[src/design/m3d_pkg.sv]
package m3d_pkg;

    localparam int MAX_WIDTH     = 2048;
    localparam int PIXEL_BITS    = 16;
    localparam int PORT_PIX_BITS = 16;
    localparam int COL_BITS      = $clog2(MAX_WIDTH);
    localparam int WEFF_BITS     = COL_BITS + 1;
    localparam int CFG_W_BITS    = 12;
    localparam int CFG_H_BITS    = 16;
    localparam int ROW_BITS      = 16;
    localparam int CFG_IDX_BITS  = 2;
    localparam int CFG_DATA_BITS = 16;
    localparam int Q_DEPTH       = 8;
    localparam int Q_PTR_BITS    = $clog2(Q_DEPTH);
    localparam int Q_LVL_BITS    = Q_PTR_BITS + 1;
    localparam int STAGES        = 3;
    localparam int FLIGHT_BITS   = 2;

    localparam logic [CFG_IDX_BITS-1:0] REG_IMAGE_WIDTH  = CFG_IDX_BITS'(0);
    localparam logic [CFG_IDX_BITS-1:0] REG_IMAGE_HEIGHT = CFG_IDX_BITS'(1);

    localparam logic [CFG_W_BITS-1:0] WIDTH_RESET  = CFG_W_BITS'(2048);
    localparam logic [CFG_H_BITS-1:0] HEIGHT_RESET = CFG_H_BITS'(2048);

    typedef logic [PIXEL_BITS-1:0] pix_t;

    typedef enum logic [1:0] {
        SEL_MEDIAN,
        SEL_CENTER,
        SEL_LAST_UPPER,
        SEL_STORE
    } sel_t;

    typedef struct packed {
        logic                valid;
        logic                wr;
        logic [COL_BITS-1:0] addr;
        pix_t                pix;
        logic                emit;
        sel_t                sel;
        logic                use_mid;
        logic                last_col;
        logic                fend;
    } back_op_t;

    typedef struct packed {
        logic valid;
        pix_t pixel;
        logic fend;
    } result_t;

    function automatic pix_t min2(input pix_t a, input pix_t b);
        return (a < b) ? a : b;
    endfunction

    function automatic pix_t max2(input pix_t a, input pix_t b);
        return (a < b) ? b : a;
    endfunction

    function automatic pix_t med3(input pix_t a, input pix_t b, input pix_t c);
        return max2(min2(a, b), min2(max2(a, b), c));
    endfunction

endpackage

[src/design/m3d_in_if.sv]
interface m3d_in_if import m3d_pkg::*; ();
    logic                     valid;
    logic                     ready;
    logic                     command;
    logic [PORT_PIX_BITS-1:0] pixel_in;

    modport source (output valid, output command, output pixel_in, input ready);
    modport sink   (input valid, input command, input pixel_in, output ready);
endinterface

[src/design/m3d_cfg_if.sv]
interface m3d_cfg_if import m3d_pkg::*; ();
    logic                     valid;
    logic                     ready;
    logic [CFG_IDX_BITS-1:0]  index;
    logic [CFG_DATA_BITS-1:0] data;

    modport source (output valid, output index, output data, input ready);
    modport sink   (input valid, input index, input data, output ready);
endinterface

[src/design/m3d_front.sv]
module m3d_front import m3d_pkg::*;
(
    input  logic                   clk,
    input  logic                   rst_n,
    m3d_in_if.sink                 pix_in,
    m3d_cfg_if.sink                cfg,
    input  logic [Q_LVL_BITS-1:0]  q_level,
    input  logic [FLIGHT_BITS-1:0] in_flight,
    output back_op_t               op
);

    logic [CFG_W_BITS-1:0] width_reg, width_next;
    logic [CFG_H_BITS-1:0] height_reg, height_next;
    logic [COL_BITS-1:0]   icol_reg, icol_next;
    logic [ROW_BITS-1:0]   irow_reg, irow_next;
    logic [COL_BITS-1:0]   ocol_reg, ocol_next;
    logic [ROW_BITS-1:0]   orow_reg, orow_next;
    logic                  drain_reg, drain_next;

    logic [WEFF_BITS-1:0]  w_eff;
    logic [ROW_BITS-1:0]   h_eff;
    logic                  accept;

    function automatic pix_t pixel_in_masked(input logic [PORT_PIX_BITS-1:0] v);
        return v[PIXEL_BITS-1:0];
    endfunction

    assign cfg.ready    = 1'b1;
    assign pix_in.ready = ((Q_LVL_BITS + 1)'(q_level) + (Q_LVL_BITS + 1)'(in_flight))
                          < (Q_LVL_BITS + 1)'(Q_DEPTH);
    assign accept       = pix_in.valid && pix_in.ready;

    always_comb
    begin
        if (width_reg == '0)
            w_eff = WEFF_BITS'(1);
        else if (int'(width_reg) > MAX_WIDTH)
            w_eff = WEFF_BITS'(MAX_WIDTH);
        else
            w_eff = WEFF_BITS'(width_reg);
        h_eff = (height_reg == '0) ? ROW_BITS'(1) : ROW_BITS'(height_reg);
    end

    always_comb
    begin
        logic [COL_BITS-1:0] ic;
        logic [ROW_BITS-1:0] ir;
        logic [COL_BITS-1:0] oc;
        logic [ROW_BITS-1:0] orow;
        logic                dr;
        logic                emit;

        width_next  = width_reg;
        height_next = height_reg;
        icol_next   = icol_reg;
        irow_next   = irow_reg;
        ocol_next   = ocol_reg;
        orow_next   = orow_reg;
        drain_next  = drain_reg;
        op          = '0;
        ic          = icol_reg;
        ir          = irow_reg;
        oc          = ocol_reg;
        orow        = orow_reg;
        dr          = drain_reg;
        emit        = 1'b0;

        if (accept)
        begin
            if (pix_in.command)
            begin
                if (drain_reg && ({1'b0, ocol_reg} < w_eff))
                begin
                    op.valid   = 1'b1;
                    op.addr    = ocol_reg;
                    op.sel     = SEL_STORE;
                    op.use_mid = ((ROW_BITS + 1)'(orow_reg) + 1'b1) == (ROW_BITS + 1)'(h_eff);
                    op.emit    = 1'b1;
                    emit       = 1'b1;
                end
            end
            else
            begin
                if (drain_reg)
                begin
                    ic   = '0;
                    ir   = '0;
                    oc   = '0;
                    orow = '0;
                    dr   = 1'b0;
                end
                if ({1'b0, ic} < w_eff)
                begin
                    op.valid    = 1'b1;
                    op.wr       = 1'b1;
                    op.addr     = ic;
                    op.pix      = pixel_in_masked(pix_in.pixel_in);
                    op.last_col = ({1'b0, ic} == (w_eff - 1'b1));
                    if (ic == '0)
                    begin
                        emit   = (ir >= ROW_BITS'(2));
                        op.sel = SEL_LAST_UPPER;
                    end
                    else
                    begin
                        emit   = (ir >= ROW_BITS'(1));
                        op.sel = ((ir >= ROW_BITS'(2)) && (ic >= COL_BITS'(2)))
                                 ? SEL_MEDIAN : SEL_CENTER;
                    end
                    op.emit = emit;
                    if (({1'b0, ic} + 1'b1) >= w_eff)
                    begin
                        ic = '0;
                        if (((ROW_BITS + 1)'(ir) + 1'b1) >= (ROW_BITS + 1)'(h_eff))
                        begin
                            ir = '0;
                            dr = 1'b1;
                        end
                        else
                            ir = ir + 1'b1;
                    end
                    else
                        ic = ic + 1'b1;
                end
            end

            if (emit)
            begin
                if (({1'b0, oc} + 1'b1) >= w_eff)
                begin
                    oc = '0;
                    if (((ROW_BITS + 1)'(orow) + 1'b1) >= (ROW_BITS + 1)'(h_eff))
                    begin
                        orow    = '0;
                        dr      = 1'b0;
                        op.fend = 1'b1;
                    end
                    else
                        orow = orow + 1'b1;
                end
                else
                    oc = oc + 1'b1;
            end

            icol_next  = ic;
            irow_next  = ir;
            ocol_next  = oc;
            orow_next  = orow;
            drain_next = dr;
        end

        if (cfg.valid && ((cfg.index == REG_IMAGE_WIDTH) || (cfg.index == REG_IMAGE_HEIGHT)))
        begin
            if (cfg.index == REG_IMAGE_WIDTH)
                width_next = CFG_W_BITS'(cfg.data);
            else
                height_next = CFG_H_BITS'(cfg.data);
            icol_next  = '0;
            irow_next  = '0;
            ocol_next  = '0;
            orow_next  = '0;
            drain_next = 1'b0;
        end
    end

    always_ff @(posedge clk or negedge rst_n)
    begin
        if (!rst_n)
        begin
            width_reg  <= WIDTH_RESET;
            height_reg <= HEIGHT_RESET;
            icol_reg   <= '0;
            irow_reg   <= '0;
            ocol_reg   <= '0;
            orow_reg   <= '0;
            drain_reg  <= 1'b0;
        end
        else
        begin
            width_reg  <= width_next;
            height_reg <= height_next;
            icol_reg   <= icol_next;
            irow_reg   <= irow_next;
            ocol_reg   <= ocol_next;
            orow_reg   <= orow_next;
            drain_reg  <= drain_next;
        end
    end

`ifndef SYNTH
    a_op_needs_accept: assert property (@(posedge clk) disable iff (!rst_n)
        op.valid |-> (pix_in.valid && pix_in.ready))
        else $error("back op issued without an input transaction");
`endif

endmodule

[src/flat_wrapper.sv]
// flat-port wrapper written by rule: the top's interface ports become plain ports
module m3d_front_flat import m3d_pkg::*;
  (clk, rst_n, q_level, in_flight, op, pix_in_valid, pix_in_command, pix_in_pixel_in, pix_in_ready, cfg_valid, cfg_index, cfg_data, cfg_ready);
  m3d_in_if pix_in_i ();
  m3d_cfg_if cfg_i ();
  input  logic clk;
  input  logic rst_n;
  input  logic [Q_LVL_BITS-1:0] q_level;
  input  logic [FLIGHT_BITS-1:0] in_flight;
  output back_op_t op;
  input wire logic [$bits(pix_in_i.valid)-1:0] pix_in_valid;
  input wire logic [$bits(pix_in_i.command)-1:0] pix_in_command;
  input wire logic [$bits(pix_in_i.pixel_in)-1:0] pix_in_pixel_in;
  output wire logic [$bits(pix_in_i.ready)-1:0] pix_in_ready;
  input wire logic [$bits(cfg_i.valid)-1:0] cfg_valid;
  input wire logic [$bits(cfg_i.index)-1:0] cfg_index;
  input wire logic [$bits(cfg_i.data)-1:0] cfg_data;
  output wire logic [$bits(cfg_i.ready)-1:0] cfg_ready;
  assign pix_in_i.valid = pix_in_valid;
  assign pix_in_i.command = pix_in_command;
  assign pix_in_i.pixel_in = pix_in_pixel_in;
  assign pix_in_ready = pix_in_i.ready;
  assign cfg_i.valid = cfg_valid;
  assign cfg_i.index = cfg_index;
  assign cfg_i.data = cfg_data;
  assign cfg_ready = cfg_i.ready;
  m3d_front u_core (.clk(clk), .rst_n(rst_n), .pix_in(pix_in_i), .cfg(cfg_i), .q_level(q_level), .in_flight(in_flight), .op(op));
endmodule
[config.mk]
export PLATFORM = sky130hd
export DESIGN_NAME = m3d_front_flat
export DESIGN_NICKNAME = d
export VERILOG_FILES = /design/src/design/m3d_pkg.sv /design/src/design/m3d_in_if.sv /design/src/design/m3d_cfg_if.sv /design/src/design/m3d_front.sv /design/src/flat_wrapper.sv
export SDC_FILE = /design/constraint.sdc
export NUM_CORES = 1
export LEC_CHECK = 0
export BUFFER_PORTS_ARGS = -buffer_cell sky130_fd_sc_hd__buf_2
export CAP_MARGIN = 20
export CORE_MARGIN = 3
export CORE_UTILIZATION = 55
export CTS_CLUSTER_SIZE = 30
export DETAILED_ROUTE_END_ITERATION = 10
export PLACE_DENSITY = 0.78
export SKIP_LAST_GASP = 1
export SLEW_MARGIN = 20
export SYNTH_ARGS = -nofsm -noshare
export SYNTH_HDL_FRONTEND = slang
export SYNTH_SLANG_ARGS = --single-unit
[constraint.sdc]
create_clock -name clk -period 4.65 [get_ports clk]
set_input_delay 0 -clock clk [delete_from_list [all_inputs] [get_ports clk]]
set_output_delay 0 -clock clk [all_outputs]
set_load 0.01 [all_outputs]
Yosys cells after proc, flatten, opt, wreduce, memory -nomap -nowiden --
Index checks and enable logic that the tools add are counted.
Word-level totals: output and inout bits 37, register bits 83, bits of input ports 45, word-level logic and storage cells 113
Operators by class: mux-type cells 66, reductions and logical operators 13, bitwise operators 1, $add $sub $neg 11, equality and inequality tests 4, order comparisons 11
Operator list (number):
- 16-bit two-way mux | 19
- 11-bit two-way mux | 17
- 16-bit by 1-bit adder with 17-bit output, second input constant | 3
- 35-bit two-way mux | 1
- 17-bit by 16-bit greater-or-equal comparator with 1-bit output | 2
- 16-bit by 1-bit adder with 16-bit output, second input constant | 2
- 32-bit two-way mux | 1
- 11-bit by 1-bit adder with 12-bit output, second input constant | 2
- 12-bit greater-or-equal comparator | 2
- 11-bit by 12-bit < comparator with 1-bit output | 2
- 12-bit two-way mux | 2
- 1-bit two-way mux | 23
- 11-bit by 1-bit adder with 11-bit output, second input constant | 2
- 17-bit by 16-bit == test with 1-bit output | 1
- 16-bit by 1-bit greater-or-equal comparator with 1-bit output, second input constant | 1
- 16-bit by 2-bit greater-or-equal comparator with 1-bit output, second input constant | 1
- 16-bit zero test | 1
- 11-bit by 12-bit == test with 1-bit output | 1
- 12-bit greater-than comparator, second input constant | 1
- 12-bit zero test | 1
- 12-bit by 1-bit subtractor with 12-bit output, second input constant | 1
- 11-bit by 2-bit greater-or-equal comparator with 1-bit output, second input constant | 1
- 11-bit zero test | 1
- 2-bit AND reduction | 3
- 12 further kinds | 15

Logic depth before layout (Yosys ltp) --
depth after elaboration 15, gate-level depth with buffers 22, gate-level depth less buffers 18

Least setup slack after synthesis --
Ideal clock, no wire load.
kind register -> register, start register u_core.drain_reg, end register u_core.irow_reg[2], slack 0.273 ns, setup time 0.084 ns, stages on the path, launching flop included 22, data arrival time 4.293 ns, required time 4.566 ns, buffers on the path 5, period minus slack after synthesis 4.377 ns, cell sequence dfrtp_1 clkbuf_1 clkbuf_1 clkbuf_1 nor2b_1 ha_1 and3_1 and3_1 clkbuf_1 nand3_1 xor2_1 nor2_1 ha_1 and3_1 o21ai_0 a31oi_1 a211oi_1 nand3b_1 nor3_1 clkbuf_1 o21ai_0 o21ai_0
On the way: word-level cells in the longest chain between the ends 11, elaborated cells on any way between the ends 18, classes of those cells add/sub: 3; order compare: 3; mux: 12
RTL lines:
- start: declaration | line m3d_front.sv:18 | logic drain_reg, drain_next;
- start signal: assignment | line m3d_front.sv:186 | drain_reg <= drain_next;
- 16-bit two-way mux | line m3d_front.sv:84 | if (drain_reg)
- 16-bit two-way mux | line m3d_front.sv:70 | if (pix_in.command)
- 16-bit two-way mux | line m3d_front.sv:68 | if (accept)
- 16-bit by 1-bit adder with 17-bit output | line m3d_front.sv:114 | if (((ROW_BITS + 1)'(ir) + 1'b1) >= (ROW_BITS + 1)'(h_eff))
- 17-bit by 16-bit greater-or-equal comparator with 1-bit output | line m3d_front.sv:114
- 16-bit two-way mux | line m3d_front.sv:114
- 16-bit two-way mux | line m3d_front.sv:111 | if (({1'b0, ic} + 1'b1) >= w_eff)
- 16-bit two-way mux (*) | line m3d_front.sv:92 | if ({1'b0, ic} < w_eff)
- 16-bit two-way mux (*) | line m3d_front.sv:70
- 16-bit two-way mux (*) | line m3d_front.sv:68
- 16-bit two-way mux (*) | line m3d_front.sv:152 | if (cfg.valid && ((cfg.index == REG_IMAGE_WIDTH) || (cfg.index == REG_IMAGE_HEIGHT)))
- end signal: assignment | line m3d_front.sv:183 | irow_reg <= irow_next;
- end: declaration | line m3d_front.sv:15 | logic [ROW_BITS-1:0] irow_reg, irow_next;
Every way passes the cells marked *; elsewhere a longest branch is shown, timed or not. The select of a mux whose other input is x is not followed. A chain may end at the register's enable or synchronous reset.

==> metrics.md <==
| Metric | Value |
|---|---|
| Run status | `complete, no violations` |
| Pre-CTS WS | `349 ps` |
| Post-synth EDFFs | `0` |
| Final hold violation count | `0` |
| P per Cell Area | `245 mW/mm2` |
| Setup violators final | `0` |
| CTS buffer count | `9` |
| Fillers | `1,195` |
| Post-CTS setup buffer count | `0` |
| Maximum VDD drop | `300 uV` |
| Height of the chip | `126 um` |
| Cell Chain, Critical Path | `or4_1 -> nor3_2 -> nor2_1 -> nor2_1 -> ha_1 -> inv_1 -> a21oi_1 -> o211a_1 -> nor2_1 -> nor3_2 -> nor2_1 -> a21oi_1 -> nor3b_1 -> buf_2` |
| Ys async rst share | `1.00` |
| Final core utilization | `0.645` |
| Setup TNS | `0 ps` |
| Worst-path clk slew | `70 ps` |
| Antenna cells | `0` |
| PnR worst setup slack | `265 ps` |
| DR vias/cell | `6.37` |
| Fin. max-slew vios | `0` |
| Relative slew slack | `0.299` |
| Rows | `43` |
| Final worst path period share | `0.943` |
| CP bufs+invs | `2` |
| Number of global-route vias before repair | `7,330` |
| GR Overflow Total | `0` |
| Critical path class | `flip-flop to output port` |
| H-tree lvl count | `3` |
| Ys flop type | `dfrtp_1` |
| Wirelength per Cell | `19.4 um` |
| Initial antenna violation count | `1` |
| Seq cells post-synth | `83` |
| CTS tree | `done` |
| Clk sink count | `83` |
| Pleak | `4.35 nW` |
| Clock Skew | `9.70 ps` |
| Area grow syn2layout | `13.8%` |
| Core area | `0.0140 mm2` |
| Vias | `7,752` |
| Synthesized net count | `1,076` |
| Top post-synthesis cells by area | `dfrtp_1 26%, ha_1 14%, xnor2_1 4.6%` |
| Top Ports | `82` |
| Worst-Skew Late Latency | `360 ps` |
| Final min period | `4390 ps` |
| Chip width | `126 um` |
| Crit path DAT | `4390 ps` |
| Max Root-Sink Buffers | `2` |
| Slowest stage delay, CP | `680 ps` |
| Yosys top cell by area | `dfrtp_1` |
| Worst min path class | `input pin to flip-flop` |
| Max Cap Violations | `0` |
| Setup crit start kind | `flip-flop` |
| Mapped cell area | `0.00793 mm2` |
| CP required | `4650 ps` |
| Die area | `0.0159 mm2` |
| Synth Instances | `944` |
| Drt drc | `0` |
| Initial Utilization | `0.567` |
| Fin cells | `1,217` |
| RSZ-0062 raised after global routing | `yes` |
| Total global-route track usage | `0.296` |
| Warnings from Yosys | `0` |
| DRT Pass-1 Iters | `6` |
| Slew @ Worst Pin | `1050 ps` |
| Post-Syn Area per Cell | `8.40 um2` |
| CP delay by family, top | `simple AND/OR/NAND/NOR gates` |
| Routability cong. | `0.992` |
| Final ANT Viol Nets | `0` |
| Top-area cell type share of the netlist area | `0.256` |
| Layout cell share with drive strength beyond 1 | `0.159` |
| Global-route wire length before repair | `38.1 mm` |
| Sequential area share after synthesis | `0.262` |
| Fmax | `0.228 GHz` |
| Distinct cells, synth | `76` |
| Drt initial violations | `1,049` |
| Crit Path Max Fanout | `8` |
| CP max-delay cell | `or4_1` |
| Crit end category | `output port` |
| Hpwl dp | `18.3 mm` |
| PortBufs | `80` |
| Most used cell, CP | `nor2_1` |
| Pin count of the biggest net entering global routing | `57` |
| Placed Cells | `1,185` |
| Nets | `1,165` |
| Clock root buffer | `clkbuf_16` |
| WL final | `23.6 mm` |
==> through the flow <==
step	hold slack [ps]	power [mW]	cell area [um2]
finish	38.7	2.21	9020
global route	85.6	2.32	9020
CTS	117	2.20	9010
detailed placement	-49.6	1.49	8560
global placement	-46.4	1.48	8560
floorplan	-296	1.28	7930
==> synthesized netlist by cell type (9+ instances only) <==
library cell  number
nor4_1            16
and2_1            23
a21oi_1           38
a22o_1            36
nor3_1            22
inv_1             42
nor2b_1           20
nand3_1           42
and3_1            22
ha_1              87
xor2_1            31
nand2_1           77
mux2_2            26
dfrtp_1           81
a211oi_1          10
nand2b_1          12
o21ai_0           47
a21o_1             9
nand4_1           20
nor2_1            73
o211ai_1          11
clkbuf_1          34
xnor2_1           42
a31oi_1           10
==> tightest hold or removal path: cells and delay by family <==
family          cells  cell delay (ps)
simple gates        2              230
buf+inv             1               90
compound gates      1               70
==> timing repair <==
action | in CTS | in global routing
gates resized for setup | 0 | 2
setup endpoints to repair | 0 | 13
hold buffers | 17 | 0
endpoints found under the hold margin | 55 | 0
==> routing by layer <==
| layer | vias up | GRT usage | routed length [um] |
|---|---|---|---|
| met5 | - | 0 | 13 |
| met4 | 2 | 0.0991 | 602 |
| met3 | 52 | 0.0628 | 1980 |
| met2 | 356 | 0.459 | 10600 |
| met1 | 3699 | 0.413 | 10400 |
| li1 | 3643 | - | - |
==> layout make-up <==
cell class | instances | area [um2] | area share
clock buffers | 9 | 225 | 0.0250
inverters | 44 | 165 | 0.0183
clock inverters | 6 | 52.6 | 0.00582
flip-flops and latches | 83 | 2080 | 0.230
repair buffers | 121 | 753 | 0.0835
multi-input cells | 774 | 5520 | 0.612
well taps | 180 | 225 | 0.0250
==> worst paths after layout <==
path                       slack, ps  cells after the start                       startpoint                                to
max                              260                     14  u_core.width_reg[3]$_DFFE_PN0P_                             op[0]
min in group asynchronous        110                      2                            rst_n    u_core.irow_reg[0]$_DFFE_PN0P_
min reg2reg                      500                      2   u_core.icol_reg[0]$_DFFE_PN0P_    u_core.icol_reg[0]$_DFFE_PN0P_
min                               40                      4                     cfg_index[0]  u_core.width_reg[11]$_DFFE_PN1P_
max in group asynchronous       3470                      3                            rst_n    u_core.ocol_reg[8]$_DFFE_PN0P_
max reg2reg                      300                     12  u_core.width_reg[3]$_DFFE_PN0P_    u_core.orow_reg[4]$_DFFE_PN0P_
==> layout by cell type (no fill, tap or decap), types with 12 or more instances in the layout <==
cell type,instances
ha_1,87
dfrtp_1,81
buf_2,79
nand2_1,77
nor2_1,72
o21ai_0,47
inv_1,42
xnor2_1,42
nand3_1,42
a21oi_1,38
a22o_1,36
xor2_1,31
mux2_2,26
buf_4,25
and2_1,23
and3_1,22
nor2b_1,20
nand4_1,20
nor3_1,19
dlygate4sd3_1,17
nor4_1,16
nand2b_1,12
==> kinds of logic after synthesis <==
logic type | Yosys count | synth area share
AND/OR/NAND/NOR | 357 | 0.230
multiplexers | 28 | 0.0395
other | 1 | 0.000473
adder cells (fa/ha/maj) | 87 | 0.137
XOR/XNOR | 73 | 0.0806
flip-flops | 83 | 0.262
AO/OA/AOI/OAI | 228 | 0.206
buffers and inverters | 87 | 0.0434
==> power by group <==
| group | leakage [nW] | internal [mW] | total (mW) | switching [mW] |
|---|---|---|---|---|
| Combinational | 3.12 | 0.270 | 0.658 | 0.388 |
| Clock | 0.130 | 0.365 | 0.695 | 0.330 |
| Sequential | 1.10 | 0.773 | 0.853 | 0.0797 |
Note: power is estimated with default switching activity, not from simulation.
