==> config.mk <==
export PLATFORM = sky130hd
export DESIGN_NAME = m3d_queue_flat
export DESIGN_NICKNAME = d
export VERILOG_FILES = /design/src/design/m3d_pkg.sv /design/src/design/m3d_out_if.sv /design/src/design/m3d_queue.sv /design/src/flat_wrapper.sv
export SDC_FILE = /design/constraint.sdc
export NUM_CORES = 1
export LEC_CHECK = 0
export ABC_AREA = 1
export BUFFER_PORTS_ARGS = -buffer_cell sky130_fd_sc_hd__buf_2
export CAP_MARGIN = 5
export CORE_MARGIN = 2
export CORE_UTILIZATION = 35
export DETAILED_ROUTE_END_ITERATION = 12
export GPL_ROUTABILITY_DRIVEN = 0
export GPL_TIMING_DRIVEN = 0
export HOLD_SLACK_MARGIN = 0.02
export PLACE_DENSITY_LB_ADDON = 0.15
export SYNTH_ARGS = -nofsm -noshare
export SYNTH_HDL_FRONTEND = slang
export SYNTH_SLANG_ARGS = --single-unit
==> constraint.sdc <==
create_clock -name clk -period 2.7 [get_ports clk]
set_input_delay 0.135 -clock clk [delete_from_list [all_inputs] [get_ports clk]]
set_output_delay 0.135 -clock clk [all_outputs]
set_load 0.01 [all_outputs]
==> src/design/m3d_pkg.sv <==
package m3d_pkg;

    localparam int MAX_WIDTH     = 2048;
    localparam int PIXEL_BITS    = 16;
    localparam int PORT_PIX_BITS = 16;
    localparam int COL_BITS      = $clog2(MAX_WIDTH);
    localparam int WEFF_BITS     = COL_BITS + 1;
    localparam int CFG_W_BITS    = 12;
    localparam int CFG_H_BITS    = 16;
    localparam int ROW_BITS      = 16;
    localparam int CFG_IDX_BITS  = 2;
    localparam int CFG_DATA_BITS = 16;
    localparam int Q_DEPTH       = 8;
    localparam int Q_PTR_BITS    = $clog2(Q_DEPTH);
    localparam int Q_LVL_BITS    = Q_PTR_BITS + 1;
    localparam int STAGES        = 3;
    localparam int FLIGHT_BITS   = 2;

    localparam logic [CFG_IDX_BITS-1:0] REG_IMAGE_WIDTH  = CFG_IDX_BITS'(0);
    localparam logic [CFG_IDX_BITS-1:0] REG_IMAGE_HEIGHT = CFG_IDX_BITS'(1);

    localparam logic [CFG_W_BITS-1:0] WIDTH_RESET  = CFG_W_BITS'(2048);
    localparam logic [CFG_H_BITS-1:0] HEIGHT_RESET = CFG_H_BITS'(2048);

    typedef logic [PIXEL_BITS-1:0] pix_t;

    typedef enum logic [1:0] {
        SEL_MEDIAN,
        SEL_CENTER,
        SEL_LAST_UPPER,
        SEL_STORE
    } sel_t;

    typedef struct packed {
        logic                valid;
        logic                wr;
        logic [COL_BITS-1:0] addr;
        pix_t                pix;
        logic                emit;
        sel_t                sel;
        logic                use_mid;
        logic                last_col;
        logic                fend;
    } back_op_t;

    typedef struct packed {
        logic valid;
        pix_t pixel;
        logic fend;
    } result_t;

    function automatic pix_t min2(input pix_t a, input pix_t b);
        return (a < b) ? a : b;
    endfunction

    function automatic pix_t max2(input pix_t a, input pix_t b);
        return (a < b) ? b : a;
    endfunction

    function automatic pix_t med3(input pix_t a, input pix_t b, input pix_t c);
        return max2(min2(a, b), min2(max2(a, b), c));
    endfunction

endpackage

==> src/design/m3d_out_if.sv <==
interface m3d_out_if import m3d_pkg::*; ();
    logic                     valid;
    logic                     ready;
    logic [PORT_PIX_BITS-1:0] pixel_out;
    logic                     frame_end;

    modport source (output valid, output pixel_out, output frame_end, input ready);
    modport sink   (input valid, input pixel_out, input frame_end, output ready);
endinterface

==> src/design/m3d_queue.sv <==
module m3d_queue import m3d_pkg::*;
(
    input  logic                  clk,
    input  logic                  rst_n,
    input  result_t               push,
    m3d_out_if.source             pix_out,
    output logic [Q_LVL_BITS-1:0] level
);

    pix_t                  pix_mem  [Q_DEPTH];
    logic                  fend_mem [Q_DEPTH];
    logic [Q_PTR_BITS-1:0] wr_ptr_reg, rd_ptr_reg;
    logic [Q_LVL_BITS-1:0] level_reg, level_next;
    logic                  pop;

    assign pop               = pix_out.valid && pix_out.ready;
    assign pix_out.valid     = (level_reg != '0);
    assign pix_out.pixel_out = PORT_PIX_BITS'(pix_mem[rd_ptr_reg]);
    assign pix_out.frame_end = fend_mem[rd_ptr_reg];
    assign level             = level_reg;

    always_comb
    begin
        level_next = level_reg;
        if (push.valid && !pop)
            level_next = level_reg + 1'b1;
        else if (!push.valid && pop)
            level_next = level_reg - 1'b1;
    end

    always_ff @(posedge clk)
    begin
        if (push.valid)
        begin
            pix_mem[wr_ptr_reg]  <= push.pixel;
            fend_mem[wr_ptr_reg] <= push.fend;
        end
    end

    always_ff @(posedge clk or negedge rst_n)
    begin
        if (!rst_n)
        begin
            wr_ptr_reg <= '0;
            rd_ptr_reg <= '0;
            level_reg  <= '0;
        end
        else
        begin
            if (push.valid)
                wr_ptr_reg <= wr_ptr_reg + 1'b1;
            if (pop)
                rd_ptr_reg <= rd_ptr_reg + 1'b1;
            level_reg <= level_next;
        end
    end

`ifndef SYNTH
    a_no_overflow: assert property (@(posedge clk) disable iff (!rst_n)
        push.valid |-> (level_reg < Q_LVL_BITS'(Q_DEPTH)))
        else $error("result queue overflow");
`endif

`ifndef SYNTH
    a_level_track: assert property (@(posedge clk) disable iff (!rst_n)
        (push.valid && !pop) |=> (level_reg == $past(level_reg) + 1'b1))
        else $error("queue level did not count a push");
`endif

endmodule

==> src/flat_wrapper.sv <==
// flat-port wrapper written by rule: the top's interface ports become plain ports
module m3d_queue_flat import m3d_pkg::*;
  (clk, rst_n, push, level, pix_out_valid, pix_out_pixel_out, pix_out_frame_end, pix_out_ready);
  m3d_out_if pix_out_i ();
  input  logic clk;
  input  logic rst_n;
  input  result_t push;
  output logic [Q_LVL_BITS-1:0] level;
  output wire logic [$bits(pix_out_i.valid)-1:0] pix_out_valid;
  output wire logic [$bits(pix_out_i.pixel_out)-1:0] pix_out_pixel_out;
  output wire logic [$bits(pix_out_i.frame_end)-1:0] pix_out_frame_end;
  input wire logic [$bits(pix_out_i.ready)-1:0] pix_out_ready;
  assign pix_out_valid = pix_out_i.valid;
  assign pix_out_pixel_out = pix_out_i.pixel_out;
  assign pix_out_frame_end = pix_out_i.frame_end;
  assign pix_out_i.ready = pix_out_ready;
  m3d_queue u_core (.clk(clk), .rst_n(rst_n), .push(push), .pix_out(pix_out_i), .level(level));
endmodule
== Word-level counts from Yosys, hierarchy flattened ==
Memories as Yosys holds them, arrays and structs flattened.
Cells that the tools add are included.

* Reductions and logical operators: 7
* Mux-type cells: 4
* Add/sub/neg operators: 4

{| class="wikitable"
|+ Operators by type and width
! cell !! number
|-
| two-way mux 4 bit || 2
|-
| adder 3 x 1 -> 3 bit, second input constant || 2
|-
| adder 4 x 1 -> 4 bit, second input constant || 1
|-
| nonzero test 4 bit || 1
|-
| subtractor 4 x 1 -> 4 bit, second input constant || 1
|-
| logical AND 1 bit || 3
|-
| zero test 1 bit || 2
|-
| two-way mux 1 bit || 2
|-
| nonzero test 2 bit || 1
|}

* Memories: 2
* Output and inout bits: 22
* Register bits: 10
* Memory bits (writable): 136
* Word-level logic and storage cells: 20
* Input bits: 21

{| class="wikitable"
|+ Memory list
! memory !! depth !! bits a word !! read ports !! clocked after Yosys merged registers in !! wr ports !! line !! text
|-
| u_core.pix_mem || 8 || 16 || 1 || 0 || 1 || m3d_queue.sv:10 || <nowiki>pix_t pix_mem [Q_DEPTH];</nowiki>
|-
| u_core.fend_mem || 8 || 1 || 1 || 0 || 1 || m3d_queue.sv:11 || <nowiki>logic fend_mem [Q_DEPTH];</nowiki>
|}

== Depth between registers and ports, before layout ==
Gate-level depths: netlist of the first run.

* Depth after elaboration: 5
* Mapped depth: 12
* Depth with buffers taken out: 12

== Least setup slack after synthesis of the first run ==
Ideal clock, no wire load.

* Kind: flip-flop to flip-flop
* From: register u_core.level_reg[1] (netlist: u_core.level[1])
* To: register u_core.level_reg[3] (netlist: u_core.level[3])
* Path slack: 0.745 ns
* Data required time: 2.583 ns
* Buffers on the path: 0
* Period minus slack after synthesis: 1.955 ns
* Arrival: 1.837 ns
* Stages on the path, launching flop included: 12
* Library setup time: 0.117 ns
* Cell sequence: dfrtp_1 > nor2_1 > nand2_1 > nand2_1 > ha_1 > inv_1 > ha_1 > or2_2 > nand2_1 > nand2_1 > nand3_1 > nand2_1

* Cells in the longest elaborated chain, start to end: 5
* Elaborated cells between the ends (all ways): 10
* Those cells by class: add/sub: 2; mux: 2; reduce/logical: 6

{| class="wikitable"
|+ RTL lines
! what !! line !! text
|-
| start, declared || m3d_queue.sv:13 || <nowiki>logic [Q_LVL_BITS-1:0] level_reg, level_next;</nowiki>
|-
| start signal, assigned || m3d_queue.sv:54 || <nowiki>level_reg <= level_next;</nowiki>
|-
| nonzero test 4 bit (*) || m3d_queue.sv:17 || <nowiki>assign pix_out.valid = (level_reg != '0);</nowiki>
|-
| via pix_out_valid || flat_wrapper.sv:9 || <nowiki>output wire logic [$bits(pix_out_i.valid)-1:0] pix_out_valid;</nowiki>
|-
| logical AND 1 bit (*) || m3d_queue.sv:16 || <nowiki>assign pop = pix_out.valid && pix_out.ready;</nowiki>
|-
| zero test 1 bit || m3d_queue.sv:25 || <nowiki>if (push.valid && !pop)</nowiki>
|-
| logical AND 1 bit || m3d_queue.sv:25 ||
|-
| two-way mux 4 bit / nonzero test 2 bit (equally long branches) || - ||
|}

Mark *: on every way through the listed nets, which the timed path passes. The rest lies on a longest branch. The select of a mux whose other input is x is not followed.
A chain may end at the register's enable or synchronous reset.

== Worst setup path after layout of the first run ==
* From: register u_core.rd_ptr_reg[2]
* To: output port pix_out_pixel_out[6]

* Cells in the longest elaborated chain, start to end: 1

{| class="wikitable"
|+ RTL lines
! what !! line !! text
|-
| start, declared || m3d_queue.sv:12 || <nowiki>logic [Q_PTR_BITS-1:0] wr_ptr_reg, rd_ptr_reg;</nowiki>
|-
| start signal, assigned || m3d_queue.sv:53 || <nowiki>rd_ptr_reg <= rd_ptr_reg + 1'b1;</nowiki>
|-
| memory read (8 x 16 bit) || - ||
|-
| end, declared || flat_wrapper.sv:10 || <nowiki>output wire logic [$bits(pix_out_i.pixel_out)-1:0] pix_out_pixel_out;</nowiki>
|}

Every way passes these cells.

==> summary.md, run 1 <==
| Metric | Value |
|---|---|
| Status | `completed` |
| N_diodes | `0` |
| Final Core Density | `43.79%` |
| DP Cell Count | `940` |
| Post-synthesis sequential area ratio | `67.43%` |
| Layout cells sized above 1 | `15.09%` |
| Hold Vio Cnt, Final | `0` |
| Critical path launch point type | `flip-flop` |
| Routed vias/inst | `4.391` |
| Multi-input logic area | `1664 µm²` |
| Gr ovfl total | `0` |
| Register area | `4334 µm²` |
| RSZ-0062 raised after global routing | `no` |
| Max Root-Sink Buffers | `2` |
| Routed via count | `4351` |
| WL/cell | `15.09 µm` |
| Met3 usage | `3.304%` |
| Mapped Area | `6427 µm²` |
| Boundary Pins | `43` |
| Vias in the first global route | `4299` |
| Rows | `49` |
| Post-DP Area | `7061 µm²` |
| # clock sinks | `146` |
| Dpl hpwl | `9814 µm` |
| Nets@finish | `776` |
| Crit path required time | `2570 ps` |
| Worst-Margin Slew | `664.4 ps` |
| Largest register FFs | `128` |
| Slew HR | `55.66%` |
| Most frequent cells in the layout | `nand2_1, nor2_1, edfxtp_1, inv_1, buf_2` |
| Die Span Y | `139.5 µm` |
| Hold_sp | `push[9]` |
| Post-cts gate resize count | `0` |
| Power Dens Cells | `1077 nW/µm²` |
| CTS tree | `done` |
| Root Driver | `clkbuf_16` |
| Most Crowded Layer GR | `met2` |
| Reg clk slew, reported paths | `60 ps` |
| Clk_lat worst skew | `420 ps` |
| Iteration-0 DRC Markers | `304` |
| Top cells by area, synth | `edfxtp_1, nand2_1, nor2_1` |
| Die Area | `19460 µm²` |
| Global routing usage on met1 | `20.47%` |
| Crit path max fanout | `10` |
| Max Cap Viol | `0` |
| Reg-to-Reg Start | `u_core.level[1]$_DFFE_PN0P_` |
| Max Fclk | `465.0 MHz` |
| Syn-to-layout area delta | `22.39%` |
| Net Count, Synth | `688` |
| Final setup viols | `0` |
| First-pass GRT wire length | `23450 µm` |
| Clk_skew | `7.185 ps` |
| Synth top area share | `63.54%` |
| Final Slew Violations | `0` |
| First-pass detailed-route iteration total | `4` |
| Met2 Usage GRT | `27.22%` |
| Max IR drop VDD | `0.7493 mV` |
| Part of the cycle the worst path needs | `79.66%` |
| Setup TNS | `0 ps` |
| Crit. End Element | `output port` |
| PortBufs | `42` |
| Non-Filler Instances | `991` |
| Antenna Nets Post-Route | `0` |
| Post-route DRC | `0` |
| Gr usage total | `16.22%` |
| Tmin final | `2151 ps` |
| Setup CP Type | `flip-flop to output port` |
| Seq cells post-synth | `146` |
| Most common cell after layout, fill and taps aside | `nand2_1` |
| Initial Util | `35.78%` |
| Dominant cell type by area after synthesis | `edfxtp_1` |
| Hold WC Path Type | `input pin to flip-flop` |
| Finished Cell Area | `7866 µm²` |
| DRT Wirelength | `14960 µm` |
| Fill cell count | `1665` |
| Die W | `139.5 µm` |
| P_leak | `3.475 nW` |
| Num CTS Buffers | `17` |
| Synth Warn # | `0` |
| CP peak stage delay | `380 ps` |
| Pin count of the biggest net entering global routing | `17` |
| Core area | `17960 µm²` |
| CP max stage cell | `clkinv_1` |
| # H-tree levels | `4` |
| Worst-path cell chain | `buf_4 > clkinv_1 > buf_2 > nand2_1 > nand2_1 > buf_2` |
| Count of mapped cells out of synthesis | `661` |
| Synth cell types | `18` |
| Syn avg cell area | `9.724 µm²` |
| CP startpoint | `u_core.rd_ptr_reg[2]$_DFFE_PN0P_` |
| Worst Path Arrival | `2020 ps` |
| Initial antenna violation count | `0` |
-- layer usage --
metal	share of wire, %	routed length, µm	vias up
li1	-	-	2229
met1	45	6694	2002
met2	49	7297	96
met3	4.4	653	24
met4	2.1	314	0
met5	0	0	-
-- cell type report --
class	count	area share [%]
clock buffers	22	6.156
multi-input cells	412	21.15
well taps	229	3.642
flip-flops and latches	146	55.10
clock inverters	10	1.670
inverters	78	3.722
repair buffers	69	6.569
plain buffers	25	1.988
-- metrics by stage --
stage	setup WS, ps	power [mW]	hold WS (ps)
floorplan	745.4	4.964	-160.6
global placement	113.5	5.997	11.12
detailed placement	640.2	6.116	18.08
CTS	498.4	8.557	24.50
global route	390.6	9.070	25.41
finish	549.3	8.471	16.61
-- cells by family after synthesis --
kind of cell	count (synthesis)	synth area share [%]
buffers and inverters	103	6.988
AND/OR/NAND/NOR	398	23.38
XOR/XNOR	5	0.6815
adder cells (fa/ha/maj)	6	1.285
flip-flops	146	67.43
AO/OA/AOI/OAI	3	0.2335
-- synthesized netlist by cell type, drive strengths merged --
master / number
a21oi: 1
buf: 24
edfxtp: 136
o21ai: 2
nand3: 3
or2: 2
dfrtp: 10
nor2: 148
clkbuf: 1
nand2: 245
inv: 77
clkinv: 1
xor2: 2
fa: 1
ha: 5
xnor2: 3
-- repair_timing --
item                                   CTS  global route
setup buffers                            0             0
endpoints found under the hold margin  140             0
hold buffers                            19             0
-- final timing paths --
kind	slack, ps	cells past startpoint	end
max	550	6	pix_out_pixel_out[6]
min	20	1	u_core.pix_mem[1][8]$_DFFE_PP_
max reg2reg	620	11	u_core.level[3]$_DFFE_PN0P_
min reg2reg	550	2	u_core.wr_ptr_reg[0]$_DFFE_PN0P_
max in group asynchronous	2400	2	u_core.rd_ptr_reg[0]$_DFFE_PN0P_
min in group asynchronous	100	2	u_core.wr_ptr_reg[1]$_DFFE_PN0P_
-- worst max-delay path, delay by kind of cell, from the launching register on --
| family | cells | cell delay (ps) |
|---|---|---|
| buffers and inverters | 4 | 1060 |
| flip-flops | 1 | 320 |
| AND/OR/NAND/NOR | 2 | 190 |
-- power breakdown --
group | switching, mW | internal, mW | leakage [nW] | total, mW
Combinational | 2.08 | 1.09 | 1.82 | 3.17
Sequential | 0.115 | 2.77 | 1.35 | 2.89
Clock | 0.873 | 1.54 | 0.296 | 2.41
No activity file was read; power rests on OpenSTA's default activity.
==> run 2, diff against run 1 <==
==> constraint.sdc (replaced) <==
create_clock -name clk -period 2.2 [get_ports clk]
set_input_delay 0.11 -clock clk [delete_from_list [all_inputs] [get_ports clk]]
set_output_delay 0.11 -clock clk [all_outputs]
set_load 0.01 [all_outputs]
==> run 2 against run 1 <==
- non-clock buffer count rose by 1
- count of clock-buffer cells in the layout did not move
- global-route usage did not move
- final cell count rose by 0.10%
- core utilization rose by 0.12 points
- setup slack got worse by 360 ps
- sequential power rose by 23%
- combinational power rose by 23%
- sequential cell count did not move
- hold slack improved by 56 ps
- sequential share of layout area fell by 0.12 points
- design area rose by 0.27%
==> summary.md, run 2 (synthesis results as in run 1) <==
| Metric | Value |
|---|---|
| Overall Power | `10.41 mW (+23%)` |
| Final Slew Violations | `0 (unchanged)` |
| Final hold slack | `72.73 ps (+56.12 ps)` |
| Die Span Y | `139.5 µm (unchanged)` |
| Clk_skew | `7.144 ps (-0.04099 ps)` |
| WL/cell | `15.12 µm (+0.19%)` |
| Initial antenna violation count | `0 (unchanged)` |
| # clock sinks | `146 (unchanged)` |
| Crit path required time | `2520 ps (-50 ps)` |
| R2R cell count | `11 (unchanged)` |
| Worst Path Arrival | `2330 ps (+310 ps)` |
| Status | `completed` |
| Die W | `139.5 µm (unchanged)` |
| Worst-Margin Slew | `663.9 ps (-0.5336 ps)` |
| P_leak | `3.476 nW (about the same)` |
| Nets@finish | `777 (+0.13%)` |
| Hold WC Path Type | `input pin to async pin` |
| Vias in the first global route | `4296 (-0.070%)` |
| Max IR drop VDD | `0.9144 mV (+22%)` |
| Rows | `49 (unchanged)` |
| DRT Wirelength | `15000 µm (+0.29%)` |
| Max Root-Sink Buffers | `2 (unchanged)` |
| Die Area | `19460 µm² (unchanged)` |
| Post-DP Area | `7061 µm² (unchanged)` |
| Hold Vio Cnt, Final | `0 (unchanged)` |
| Pin count of the biggest net entering global routing | `17 (unchanged)` |
| Worst reg-to-reg setup slack | `180 ps (-440 ps)` |
| Max Fclk | `496.2 MHz` |
| Iteration-0 DRC Markers | `315 (+3.6%)` |
| Multi-input logic area | `1667 µm² (+0.15%)` |
| Fill cell count | `1663 (-0.12%)` |
| Power Dens Cells | `1320 nW/µm² (+23%)` |
| Part of the cycle the worst path needs | `91.60%` |
| Final setup viols | `0 (unchanged)` |
| Most common cell after layout, fill and taps aside | `nand2_1` |
| Routed vias/inst | `4.370 (-0.47%)` |
| Dpl ws | `140.2 ps (-500.0 ps)` |
| First-pass detailed-route iteration total | `5 (+1)` |
| FF-to-FF End | `u_core.level[3]$_DFFE_PN0P_` |
| Reg clk slew, reported paths | `60 ps (about the same)` |
| PortBufs | `42 (unchanged)` |
| Dpl hpwl | `9814 µm (unchanged)` |
| N_diodes | `0 (unchanged)` |
| Crit. End Element | `flip-flop` |
| Setup CP Type | `flip-flop to flip-flop` |
| Crit path max fanout | `5 (-5)` |
| Final Core Density | `43.91% (+0.12 points)` |
| Layout cells sized above 1 | `15.60% (+0.50 points)` |
| Routed via count | `4335 (-0.37%)` |
| Num CTS Buffers | `17 (unchanged)` |
| Core area | `17960 µm² (unchanged)` |
| Syn-to-layout area delta | `22.72%` |
| Finished Cell Area | `7888 µm² (+0.27%)` |
| Critical path launch point type | `flip-flop` |
| Initial Util | `35.78% (unchanged)` |
| Gr usage total | `16.22% (unchanged)` |
| # H-tree levels | `4 (unchanged)` |
| Most frequent cells in the layout | `nand2_1, nor2_1, edfxtp_1, inv_1, buf_2` |
| CTS tree | `done` |
| Gr ovfl total | `0 (unchanged)` |
| Slew HR | `55.70% (about the same)` |
| Post-route DRC | `0 (unchanged)` |
| Register area | `4337 µm² (about the same)` |
| Tmin final | `2015 ps` |
| Max Cap Viol | `0 (unchanged)` |
| Largest register FFs | `128 (unchanged)` |
| Reg-to-Reg Start | `u_core.level[1]$_DFFE_PN0P_` |
| Final WS setup | `184.8 ps (-364.4 ps)` |
| Boundary Pins | `43 (unchanged)` |
| Antenna Nets Post-Route | `0 (unchanged)` |
| Clk_lat worst skew | `420 ps (about the same)` |
| Root Driver | `clkbuf_16` |
| First-pass GRT wire length | `23450 µm (unchanged)` |
run 2: cell count changes in the layout (fill, tap and decap cells not counted), sizes merged:
| cell | before | now |
|---|---|---|
| clkbuf | 23 | 24 |
| dlygate4sd3 | 19 | 20 |
| clkinv | 5 | 4 |
| buf | 74 | 73 |
| clkinvlp | 3 | 4 |
run 2: repair_timing:
item                                   CTS  global route
hold buffers                            20             0
setup endpoints to repair                0            10
endpoints found under the hold margin  150             0
setup buffers                            0             0
gates resized for setup                  0             5
run 2: critical path, cell delays in order, from the launching register on:
cell	delay, ps
dfrtp_2	440
nor2_1	110
nand2_1	110
nand2_2	120
ha_1	170
inv_1	100
ha_1	320
or2_2	290
nand2_1	80
nand2_1	60
nand3_1	60
nand2_1	50
run 2: area by class of cell:
| type | instances | area share, % |
|---|---|---|
| buffer | 25 | 2.015 |
| clock buffer | 22 | 6.139 |
| clock inverter | 10 | 1.666 |
| inverter | 78 | 3.760 |
| multi-input combinational | 412 | 21.13 |
| sequential | 146 | 54.98 |
| tap | 229 | 3.633 |
| timing repair buffer | 70 | 6.678 |
run 2: power by group:
part           switching (mW)  total [mW]  internal (mW)
combinational            2.56        3.91           1.35
clock                    1.07        2.96           1.89
sequential              0.140        3.55           3.41
total                    3.77        10.4           6.64
run 2: through the flow:
step,TNS (ps),cells
after floorplan,0,661
after global placement,-34680,932
after detailed placement,0,940
after CTS,0,992
after global routing,-5.269,992
final,0,992
run 2: worst max-delay path by stage:
stage                                          start                              to  cells past startpoint
global placement    u_core.wr_ptr_reg[0]$_DFFE_PN0P_  u_core.pix_mem[4][5]$_DFFE_PP_                      2
finish                   u_core.level[1]$_DFFE_PN0P_     u_core.level[3]$_DFFE_PN0P_                     11
CTS                 u_core.rd_ptr_reg[2]$_DFFE_PN0P_            pix_out_pixel_out[6]                      6
floorplan                u_core.level[1]$_DFFE_PN0P_     u_core.level[3]$_DFFE_PN0P_                     11
detailed placement       u_core.level[1]$_DFFE_PN0P_     u_core.level[3]$_DFFE_PN0P_                     11
global route             u_core.level[1]$_DFFE_PN0P_     u_core.level[3]$_DFFE_PN0P_                     11
run 2: routing by layer:
layer  global-route usage [%]  vias to the layer above  wire (µm)
li1                         -                     2230          -
met1                    20.49                     1994       6765
met2                    27.19                       87       7299
met3                    3.304                       24        623
met4                    6.911                        0        314
met5                        0                        -          0
